## config.mk

```make
export PLATFORM = sky130hd
export DESIGN_NAME = strict_priority_call_scheduler
export DESIGN_NICKNAME = d
export VERILOG_FILES = /design/src/hdl/sps_pkg.sv /design/src/hdl/sps_ram.sv /design/src/hdl/sps_queues.sv /design/src/hdl/strict_priority_call_scheduler.sv
export VERILOG_INCLUDE_DIRS = /design/src /design/src/hdl
export SDC_FILE = /design/constraint.sdc
export NUM_CORES = 2
export LEC_CHECK = 0
export ABC_AREA = 0
export BUFFER_PORTS_ARGS = -buffer_cell sky130_fd_sc_hd__buf_2
export CAP_MARGIN = 20
export CORE_MARGIN = 4
export CORE_UTILIZATION = 31
export CTS_BUF_LIST = sky130_fd_sc_hd__clkbuf_8
export DETAILED_ROUTE_END_ITERATION = 7
export PLACE_DENSITY_LB_ADDON = 0.2
export SYNTH_ARGS = -nofsm -noshare
export SYNTH_HDL_FRONTEND = slang
export SYNTH_SLANG_ARGS = --single-unit
```

## constraint.sdc

```tcl
create_clock -name aclk -period 6.7 [get_ports aclk]
set_clock_uncertainty 0.15 [all_clocks]
set_input_delay 1.005 -clock aclk [delete_from_list [all_inputs] [get_ports aclk]]
set_output_delay 1.005 -clock aclk [all_outputs]
set_load 0.03 [all_outputs]
```

## src/hdl/strict_priority_call_scheduler_assert.svh

```systemverilog
// Assertion macros for the strict priority call scheduler.
// Users must have aclk and aresetn in scope; define NO_ASSERTIONS to drop them.
`ifndef STRICT_PRIORITY_CALL_SCHEDULER_ASSERT_SVH
`define STRICT_PRIORITY_CALL_SCHEDULER_ASSERT_SVH

`ifndef NO_ASSERTIONS

// Same-cycle implication, sampled on aclk, off during reset
`define SPS_ASSERT_IMP(name, ante, cons) \
    name: assert property (@(posedge aclk) disable iff (!aresetn) (ante) |-> (cons)) \
        else $error("strict priority scheduler assertion failed");

// Next-cycle implication, sampled on aclk, off during reset
`define SPS_ASSERT_NXT(name, ante, cons) \
    name: assert property (@(posedge aclk) disable iff (!aresetn) (ante) |=> (cons)) \
        else $error("strict priority scheduler assertion failed");

`else

`define SPS_ASSERT_IMP(name, ante, cons)
`define SPS_ASSERT_NXT(name, ante, cons)

`endif

`endif

```

## src/hdl/sps_pkg.sv

```systemverilog
// Shared types and constants for the strict priority call scheduler.
// No dependencies; used by sps_queues and the top level.
package sps_pkg;

    localparam int NUM_CLASSES = 4;
    localparam int CLS_W       = 2;
    localparam int ID_W        = 16;
    localparam int SVC_W       = 16;
    localparam int ENTRY_W     = ID_W + SVC_W;
    localparam int TICK_W      = 32;

    // Stream widths, padded to whole bytes
    localparam int S_TDATA_W = 40;
    localparam int M_TDATA_W = 56;

    // Input tdata layout
    localparam int S_CLS_LSB = 0;
    localparam int S_ID_LSB  = S_CLS_LSB + CLS_W;
    localparam int S_SVC_LSB = S_ID_LSB + ID_W;
    localparam int S_USED_W  = S_SVC_LSB + SVC_W;

    // Result tdata layout
    localparam int M_TICK_LSB = 0;
    localparam int M_ACC_BIT  = M_TICK_LSB + TICK_W;
    localparam int M_DROP_BIT = M_ACC_BIT + 1;
    localparam int M_AV_BIT   = M_DROP_BIT + 1;
    localparam int M_ID_LSB   = M_AV_BIT + 1;
    localparam int M_CLS_LSB  = M_ID_LSB + ID_W;
    localparam int M_BUSY_BIT = M_CLS_LSB + CLS_W;
    localparam int M_IDLE_BIT = M_BUSY_BIT + 1;
    localparam int M_USED_W   = M_IDLE_BIT + 1;

    typedef enum logic {
        KIND_ARRIVAL = 1'b0,
        KIND_TICK    = 1'b1
    } kind_t;

    // Queue word: service length high, requester id low
    typedef struct packed {
        logic [SVC_W-1:0] svc;
        logic [ID_W-1:0]  id;
    } entry_t;

    // Request from the top level to the queue block
    typedef struct packed {
        logic             fire;
        kind_t            kind;
        logic [CLS_W-1:0] cls;
        entry_t           entry;
        logic             svc_idle;
    } sps_cmd_t;

    // Outcome of one item in the queue block
    typedef struct packed {
        logic             accepted;
        logic             dropped;
        logic             ans_valid;
        logic [CLS_W-1:0] ans_cls;
        entry_t           ans_entry;
        logic             all_empty;
    } sps_res_t;

endpackage

```

## src/hdl/sps_ram.sv

```systemverilog
// Generic single-write, single-read RAM with registered read data.
// No dependencies.
module sps_ram #(
    parameter int WIDTH = 32,
    parameter int DEPTH = 64
) (
    input  logic                     aclk,
    input  logic                     wr_en,
    input  logic [$clog2(DEPTH)-1:0] wr_addr,
    input  logic [WIDTH-1:0]         wr_data,
    input  logic                     rd_en,
    input  logic [$clog2(DEPTH)-1:0] rd_addr,
    output logic [WIDTH-1:0]         rd_data
);

    logic [WIDTH-1:0] mem [DEPTH];

    // Write port
    always_ff @(posedge aclk) begin
        if (wr_en) begin
            mem[wr_addr] <= wr_data;
        end
    end

    // Read port, data held until the next read
    always_ff @(posedge aclk) begin
        if (rd_en) begin
            rd_data <= mem[rd_addr];
        end
    end

endmodule

```

## src/hdl/sps_queues.sv

```systemverilog
// Four class FIFOs with a two-entry head cache per class and a shared RAM,
// plus the highest-class pick. Depends on sps_pkg and sps_ram.
module sps_queues
    import sps_pkg::*;
#(
    parameter int DEPTH = 16
) (
    input  logic     aclk,
    input  logic     aresetn,
    input  sps_cmd_t cmd,
    output sps_res_t res
);

    localparam int QW        = $clog2(DEPTH);
    localparam int CW        = $clog2(DEPTH + 1);
    localparam int AW        = CLS_W + QW;
    localparam int RAM_DEPTH = NUM_CLASSES * (2 ** QW);

    localparam logic [QW:0]   DEPTH_X = (QW + 1)'(DEPTH);
    localparam logic [CW-1:0] DEPTH_C = CW'(DEPTH);

    // Bring a ring position below twice the depth back into range
    function automatic logic [QW-1:0] wrap_idx(input logic [QW:0] v);
        logic [QW:0] w;
        begin
            w = (v >= DEPTH_X) ? (v - DEPTH_X) : v;
            return w[QW-1:0];
        end
    endfunction

    logic [QW-1:0]    head_reg     [NUM_CLASSES];
    logic [QW-1:0]    head_next    [NUM_CLASSES];
    logic [CW-1:0]    cnt_reg      [NUM_CLASSES];
    logic [CW-1:0]    cnt_next     [NUM_CLASSES];
    entry_t           h0_reg       [NUM_CLASSES];
    entry_t           h0_next      [NUM_CLASSES];
    entry_t           h1_reg       [NUM_CLASSES];
    entry_t           h1_next      [NUM_CLASSES];
    entry_t           h1_eff       [NUM_CLASSES];
    logic             pend_reg;
    logic             pend_next;
    logic [CLS_W-1:0] pend_cls_reg;
    logic [CLS_W-1:0] pend_cls_next;

    logic             pick_vld;
    logic [CLS_W-1:0] pick_cls;
    logic             do_disp;
    logic             full;
    logic [QW-1:0]    tail_idx;
    logic [QW-1:0]    third_idx;
    logic [CW-1:0]    arr_cnt;
    logic [CW-1:0]    pick_cnt;

    logic          wr_en;
    logic [AW-1:0] wr_addr;
    entry_t        wr_data;
    logic          rd_en;
    logic [AW-1:0] rd_addr;
    entry_t        rd_data;

    // Entries past the second of each class live here
    sps_ram #(
        .WIDTH (ENTRY_W),
        .DEPTH (RAM_DEPTH)
    ) u_ram (
        .aclk    (aclk),
        .wr_en   (wr_en),
        .wr_addr (wr_addr),
        .wr_data (wr_data),
        .rd_en   (rd_en),
        .rd_addr (rd_addr),
        .rd_data (rd_data)
    );

    // Second head entry, taking RAM data that arrived this cycle
    always_comb begin
        for (int c = 0; c < NUM_CLASSES; c++) begin
            h1_eff[c] = (pend_reg && pend_cls_reg == CLS_W'(c)) ? rd_data : h1_reg[c];
        end
    end

    // Highest non-empty class wins
    always_comb begin
        pick_vld = 1'b0;
        pick_cls = '0;
        for (int c = 0; c < NUM_CLASSES; c++) begin
            if (cnt_reg[c] != '0) begin
                pick_vld = 1'b1;
                pick_cls = CLS_W'(c);
            end
        end
    end

    // Ring positions for the tail write and the third-entry prefetch
    always_comb begin
        arr_cnt   = cnt_reg[cmd.cls];
        pick_cnt  = cnt_reg[pick_cls];
        full      = (arr_cnt == DEPTH_C);
        tail_idx  = wrap_idx({1'b0, head_reg[cmd.cls]} + (QW + 1)'(arr_cnt));
        third_idx = wrap_idx({1'b0, head_reg[pick_cls]} + (QW + 1)'(2));
        do_disp   = cmd.fire && (cmd.kind == KIND_TICK) && cmd.svc_idle && pick_vld;
    end

    // Enqueue, dequeue and head cache refill
    always_comb begin
        head_next     = head_reg;
        cnt_next      = cnt_reg;
        h0_next       = h0_reg;
        h1_next       = h1_eff;
        pend_next     = 1'b0;
        pend_cls_next = pend_cls_reg;
        wr_en         = 1'b0;
        wr_addr       = {cmd.cls, tail_idx};
        wr_data       = cmd.entry;
        rd_en         = 1'b0;
        rd_addr       = {pick_cls, third_idx};
        res           = '0;

        if (cmd.fire && cmd.kind == KIND_ARRIVAL) begin
            if (full) begin
                res.dropped = 1'b1;
            end else begin
                res.accepted       = 1'b1;
                wr_en              = 1'b1;
                cnt_next[cmd.cls]  = arr_cnt + CW'(1);
                if (arr_cnt == CW'(0)) begin
                    h0_next[cmd.cls] = cmd.entry;
                end
                if (arr_cnt == CW'(1)) begin
                    h1_next[cmd.cls] = cmd.entry;
                end
            end
        end

        if (do_disp) begin
            res.ans_valid      = 1'b1;
            res.ans_cls        = pick_cls;
            res.ans_entry      = h0_reg[pick_cls];
            h0_next[pick_cls]  = h1_eff[pick_cls];
            head_next[pick_cls] = wrap_idx({1'b0, head_reg[pick_cls]} + (QW + 1)'(1));
            cnt_next[pick_cls] = pick_cnt - CW'(1);
            // Fetch the new second entry from RAM
            if (pick_cnt > CW'(2)) begin
                rd_en         = 1'b1;
                pend_next     = 1'b1;
                pend_cls_next = pick_cls;
            end
        end

        res.all_empty = 1'b1;
        for (int c = 0; c < NUM_CLASSES; c++) begin
            if (cnt_next[c] != '0) begin
                res.all_empty = 1'b0;
            end
        end
    end

    // Control state
    always_ff @(posedge aclk) begin
        if (!aresetn) begin
            for (int c = 0; c < NUM_CLASSES; c++) begin
                head_reg[c] <= '0;
                cnt_reg[c]  <= '0;
            end
            pend_reg     <= 1'b0;
            pend_cls_reg <= '0;
        end else begin
            head_reg     <= head_next;
            cnt_reg      <= cnt_next;
            pend_reg     <= pend_next;
            pend_cls_reg <= pend_cls_next;
        end
    end

    // Head cache payload
    always_ff @(posedge aclk) begin
        h0_reg <= h0_next;
        h1_reg <= h1_next;
    end

endmodule

```

## src/hdl/strict_priority_call_scheduler.sv

```systemverilog
// Strict priority call scheduler: one server, four class FIFOs.
// Users of the block see a slave stream of arrival and tick items and a
// master stream with one result item per accepted item.
// s_tuser carries the item kind (arrival or tick); s_tdata carries class,
// requester id and service length. Each result gives the tick number, the
// arrival outcome, the dispatched request if any, and busy/idle status.
// An item is held in the input register, processed, and its result lands
// in the output register, which drives m_tvalid. One item per cycle is
// sustained while m_tready stays high; the rate is set by the single
// combinational pass through the queue update and the highest-class pick,
// with the queue RAM read one item ahead into a two-entry head cache.
// Reset empties all FIFOs and clears the countdown and tick counter; queue
// RAM contents need no clearing, so items are taken right after reset.
// When m_tready is low the output register holds its item, the input
// register fills, and s_tready drops until the result is taken.
// Depends on sps_pkg, sps_queues and the assertion macro header.
`include "strict_priority_call_scheduler_assert.svh"

module strict_priority_call_scheduler
    import sps_pkg::*;
#(
    parameter int QUEUE_DEPTH = 16
) (
    input  logic                 aclk,
    input  logic                 aresetn,
    input  logic                 s_tvalid,
    output logic                 s_tready,
    input  logic [S_TDATA_W-1:0] s_tdata,  // priority_class, requester_id, service_ticks, zeros
    input  logic                 s_tuser,  // kind
    output logic                 m_tvalid,
    input  logic                 m_tready,
    output logic [M_TDATA_W-1:0] m_tdata   // tick_number, arrival_accepted, arrival_dropped,
                                           // answered_valid, answered_id, answered_class,
                                           // server_busy, all_idle, zeros
);

    logic             in_vld_reg;
    kind_t            in_kind_reg;
    logic [CLS_W-1:0] in_cls_reg;
    entry_t           in_entry_reg;

    logic                 out_vld_reg;
    logic [M_TDATA_W-1:0] out_data_reg;
    logic [M_TDATA_W-1:0] out_data_next;

    logic [SVC_W-1:0]  svc_reg;
    logic [SVC_W-1:0]  svc_next;
    logic [SVC_W-1:0]  svc_load;
    logic [TICK_W-1:0] tick_reg;
    logic [TICK_W-1:0] tick_next;

    logic     proc_adv;
    logic     proc_fire;
    logic     tick_fire;
    logic     s_fire;
    sps_cmd_t cmd;
    sps_res_t res;

    // Handshake: process when the output register is free or being drained
    assign proc_adv  = !out_vld_reg || m_tready;
    assign proc_fire = in_vld_reg && proc_adv;
    assign tick_fire = proc_fire && (in_kind_reg == KIND_TICK);
    assign s_tready  = !in_vld_reg || proc_adv;
    assign s_fire    = s_tvalid && s_tready;
    assign m_tvalid  = out_vld_reg;
    assign m_tdata   = out_data_reg;

    // Input register
    always_ff @(posedge aclk) begin
        if (!aresetn) begin
            in_vld_reg <= 1'b0;
        end else if (s_tready) begin
            in_vld_reg <= s_tvalid;
        end
    end

    always_ff @(posedge aclk) begin
        if (s_fire) begin
            in_kind_reg      <= kind_t'(s_tuser);
            in_cls_reg       <= s_tdata[S_CLS_LSB +: CLS_W];
            in_entry_reg.id  <= s_tdata[S_ID_LSB +: ID_W];
            in_entry_reg.svc <= s_tdata[S_SVC_LSB +: SVC_W];
        end
    end

    // Queue request
    always_comb begin
        cmd          = '0;
        cmd.fire     = proc_fire;
        cmd.kind     = in_kind_reg;
        cmd.cls      = in_cls_reg;
        cmd.entry    = in_entry_reg;
        cmd.svc_idle = (svc_reg == '0);
    end

    sps_queues #(
        .DEPTH (QUEUE_DEPTH)
    ) u_queues (
        .aclk    (aclk),
        .aresetn (aresetn),
        .cmd     (cmd),
        .res     (res)
    );

    // Countdown and tick counter
    always_comb begin
        svc_load  = res.ans_valid ? res.ans_entry.svc : svc_reg;
        svc_next  = svc_reg;
        tick_next = tick_reg;
        if (tick_fire) begin
            svc_next  = (svc_load != '0) ? (svc_load - SVC_W'(1)) : '0;
            tick_next = tick_reg + TICK_W'(1);
        end
    end

    // Pack the result item
    always_comb begin
        out_data_next                            = '0;
        out_data_next[M_TICK_LSB +: TICK_W]      = tick_reg;
        out_data_next[M_ACC_BIT]                 = res.accepted;
        out_data_next[M_DROP_BIT]                = res.dropped;
        out_data_next[M_AV_BIT]                  = res.ans_valid;
        out_data_next[M_ID_LSB +: ID_W]          = res.ans_entry.id;
        out_data_next[M_CLS_LSB +: CLS_W]        = res.ans_cls;
        out_data_next[M_BUSY_BIT]                = (svc_next != '0);
        out_data_next[M_IDLE_BIT]                = res.all_empty && (svc_next == '0);
    end

    // Server state and output valid
    always_ff @(posedge aclk) begin
        if (!aresetn) begin
            svc_reg     <= '0;
            tick_reg    <= '0;
            out_vld_reg <= 1'b0;
        end else begin
            svc_reg  <= svc_next;
            tick_reg <= tick_next;
            if (proc_adv) begin
                out_vld_reg <= in_vld_reg;
            end
        end
    end

    // Output payload
    always_ff @(posedge aclk) begin
        if (proc_fire) begin
            out_data_reg <= out_data_next;
        end
    end

    // Checks; an arrival sets exactly one of accepted and dropped
    `SPS_ASSERT_IMP(a_disp_only_when_idle, proc_fire && res.ans_valid, svc_reg == '0)
    `SPS_ASSERT_NXT(a_tick_advances, tick_fire, tick_reg == $past(tick_reg) + TICK_W'(1))
    `SPS_ASSERT_NXT(a_arrival_outcome, proc_fire && !tick_fire, ^m_tdata[M_DROP_BIT:M_ACC_BIT])
    `SPS_ASSERT_IMP(a_idle_not_busy, m_tvalid && m_tdata[M_IDLE_BIT], !m_tdata[M_BUSY_BIT])

endmodule

```

==> results by group <==
Outcome
  – Outcome: finished clean

Logic synthesis
  – Yosys top cell area share: 65.0%
  – Simple-Gate Fraction of Synth Area: 7.82%
  – Register area share after synthesis: 71.9%
  – Largest cells by area after synthesis: edfxtp_1 65%, dfxtp_1 6.9%, a21oi_1 6.7%
  – Main synth FF type: edfxtp_1
  – Count leader, synth: edfxtp_1
  – Netlist Area Pre-Place: 100000 sq um
  – Avg Inst Size Synth: 13.1 sq um
  – Mux cell area share after synthesis: 3.50%
  – Synthesized flop and latch total: 2515
  – Synth async-reset ratio: 0%
  – Post-synth EDFFs: 2170
  – Synth top cells by count: 2170 x edfxtp_1, 1334 x a21oi_1, 1136 x nand2_1
  – Warnings from Yosys: 0
  – Post-Syn Nets: 7723
  – Post-Synth XOR/XNOR Area: 0.454%
  – Compound-gate portion of the synthesized area: 14.0%
  – Post-Synthesis Cells: 7665
  – Unique masters post-synth: 77
  – Top cell type by total area after synthesis: edfxtp_1
  – Main combinational cell family by area after synthesis: compound AO/OA/AOI/OAI gates
  – Post-synthesis adder-cell area fraction: 0.170%

STA
  – Minimum clock period: 5.82 ns
  – Final setup violation count: 0
  – Min Hold Slack: 0.189 ns
  – Final worst path period share: 86.9%
  – Maximum clock frequency: 172 MHz
  – Final setup TNS: 0 ns
  – RSZ-0062 raised after global routing: no
  – Slew HR: 9.85%
  – Fin. Hold Viols: 0
  – Slew Limit Fails: 0
  – Worst slew pin tran: 1.34 ns

Layout
  – # nets final: 8018
  – Max reg flops: 2048
  – Layout cell share with drive strength beyond 1: 14.7%
  – Area Growth Syn to Fin: 15.1%

Floorplanning
  – Core Area: 322000 sq um
  – Io pins: 103
  – Die Y: 577 um
  – Row count: 208
  – Die X: 577 um
  – Die area: 333000 sq um
  – Initial Utilization: 31.2%

Clock network
  – TritonCTS clock tree: yes
  – CTS max path bufs: 4
  – Clk_lat worst skew: 1.08 ns
  – Clk slew on worst S/H paths: 0.06 ns
  – Num Clock Sinks: 2515
  – Root buffer cell: clkbuf_8
  – Num CTS Buffers: 429
  – Post_cts resized: 0
  – H-tree levels: 5

Pwr
  – P_leak: 41.2 nW
  – Clock power frac: 33.2%
  – Internal cell power: 0.0268 W
  – Switching share of power: 30.9%
  – P per Cell Area: 337 nW/um^2
  – Peak supply drop: 250 uV
  – Net Sw Power: 0.0120 W
  – Sequential share of power: 46.0%
  – Logic pwr share: 20.8%

Place
  – Port buffer count: 95
  – DP Wirelength: 184 mm
  – Gpl congestion: 0.853

Detailed routing
  – Met2 Wirelength: 146 mm
  – Wl on met1: 143 mm
  – DRT Pass-1 Iters: 6
  – Starting DRC count in detailed routing: 6418
  – Via-per-instance ratio: 5.29
  – Drt wl/cell: 25.8 um
  – Via count: 66700
  – Met3 wire len: 25.0 mm
  – Post-DRT Antenna Nets: 0
  – Detailed Route WL: 326 mm
  – Drc violations: 0
  – Top Metal Used: met5

Critical path
  – Arrival time at the worst endpoint: 6.48 ns
  – Worst EP required: 7.36 ns
  – Worst setup EP type: register
  – Worst setup SP type: register
  – Critical path class: reg2reg
  – Crit. Startpoint: u_queues.cnt_reg[11]$_SDFF_PN0_
  – Crit Path Max Fanout: 24
  – Worst r2r src: u_queues.cnt_reg[11]$_SDFF_PN0_

Global routing
  – All-Layer GR Usage: 18.8%
  – Initial antenna violation count: 16
  – Largest net degree at the start of global routing: 177
  – Grt ovf: 0
  – First-pass GRT wire length: 461 mm
  – Vias in the first global route: 64200

Min path
  – Hold_sp: m_tready
  – Hold/Removal Path Class: in2reg

Flow run
  – # Max-Cap Violations: 0
-- placed cells by master (no fill, tap or decap), types with 8 or more instances in the layout --
| cell | synthesis | routed |
|---|---|---|
| nor4_1 | 25 | 25 |
| mux2_2 | 195 | 195 |
| nand4_1 | 11 | 11 |
| o21ai_0 | 58 | 58 |
| buf_4 | 1 | 247 |
| clkbuf_8 | 0 | 446 |
| nor2_1 | 453 | 380 |
| and3_1 | 31 | 31 |
| xor2_1 | 35 | 34 |
| or3_1 | 13 | 13 |
| bufinv_16 | 0 | 10 |
| inv_12 | 0 | 8 |
| a22o_1 | 20 | 20 |
| nor3_1 | 20 | 20 |
| and2_1 | 23 | 21 |
| dfxtp_1 | 345 | 345 |
| nor2b_1 | 11 | 9 |
| ha_1 | 12 | 12 |
| clkinv_1 | 1 | 101 |
| xnor2_1 | 17 | 17 |
| a21oi_1 | 1334 | 1334 |
| nand2_1 | 1136 | 1129 |
| clkinv_2 | 0 | 36 |
| mux2i_1 | 110 | 110 |
| a22oi_1 | 636 | 636 |
| clkinvlp_4 | 0 | 8 |
| a221o_1 | 18 | 18 |
| buf_2 | 39 | 95 |
| diode_2 | 0 | 20 |
| a221oi_1 | 70 | 70 |
| a211oi_1 | 76 | 75 |
| edfxtp_1 | 2170 | 2170 |
| nor2_4 | 0 | 71 |
| dlygate4sd3_1 | 0 | 36 |
| inv_1 | 13 | 164 |
| o22ai_1 | 51 | 51 |
| mux4_2 | 9 | 9 |
| and4_1 | 12 | 12 |
| buf_12 | 0 | 29 |
| nand3_1 | 109 | 106 |
-- final timing paths --
path         depth (start not counted)                             endpoint  slack (ns)
max reg2reg                         14  u_queues.u_ram.rd_data[5]$_DFFE_PP_        0.88
min reg2reg                          0                m_tdata[22]$_DFFE_PN_        0.30
max                                 14  u_queues.u_ram.rd_data[5]$_DFFE_PP_        0.88
min                                  4                m_tvalid$_SDFFE_PN0P_        0.19
-- power groups by stage --
| stage | Sequential (W) | Combinational (W) | Clock, W |
|---|---|---|---|
| floorplan | 0.0182 | 0.00511 | 0 |
| global placement | 0.0182 | 0.00795 | 0 |
| detailed placement | 0.0182 | 0.00805 | 0 |
| CTS | 0.0179 | 0.00810 | 0.0133 |
| global route | 0.0179 | 0.00884 | 0.0140 |
| finish | 0.0179 | 0.00809 | 0.0129 |
-- critical path, stage by stage, from the launching register on --
cell,delay (ns)
dfxtp_1,0.35
or4_1,0.84
nor2_1,0.18
buf_4,0.25
nor2_1,0.09
a22oi_1,0.16
nor2_1,0.07
a221oi_1,0.40
inv_1,0.12
ha_1,0.55
and2_4,0.45
buf_4,0.29
a221oi_1,0.64
o21ai_0,0.60
and4_1,0.40
-- kinds of logic (layout without fill, tap and decap cells) --
kind of cell / after synthesis / in the layout
buf+inv: 561 / 1195
other cells: 1 / 21
compound gates: 2321 / 2321
mux: 315 / 315
flops: 2515 / 2515
xor+xnor: 52 / 52
fa+ha+maj: 13 / 13
simple gates: 1887 / 1887
-- metrics by stage --
stage	std cells	util, %	area (sq um)	power (W)	setup WS (ns)
3_3_place_gp	11800	33.3	107000	0.0261	0.839
5_1_grt	12600	35.9	115000	0.0407	0.794
6_report	12600	35.9	115000	0.0389	0.880
3_5_place_dp	11800	33.3	107000	0.0262	0.953
4_1_cts	12600	35.9	115000	0.0392	0.954
2_1_floorplan	7665	-	100000	0.0234	1.98
-- cell type report --
type                       count  area (sq um)
fill                       31100        206000
sequential                  2515         72100
multi-input combinational   4589         26700
clock buffer                 446          6140
tap                         4305          5390
timing repair buffer         407          3270
clock inverter               324          1730
inverter                      18          82.6
antenna                       20          50.0
-- metal layers --
layer,GRT usage [%],vias up
met5,0,-
met4,7.10,6
met3,4.14,477
met2,28.8,2488
met1,26.1,34000
li1,-,29700
-- repair_timing --
item,in CTS,in global routing
hold buffers,36,0
setup buffers,0,0
hold endpoints to repair,36,0
(Power assumes the default switching activity.)
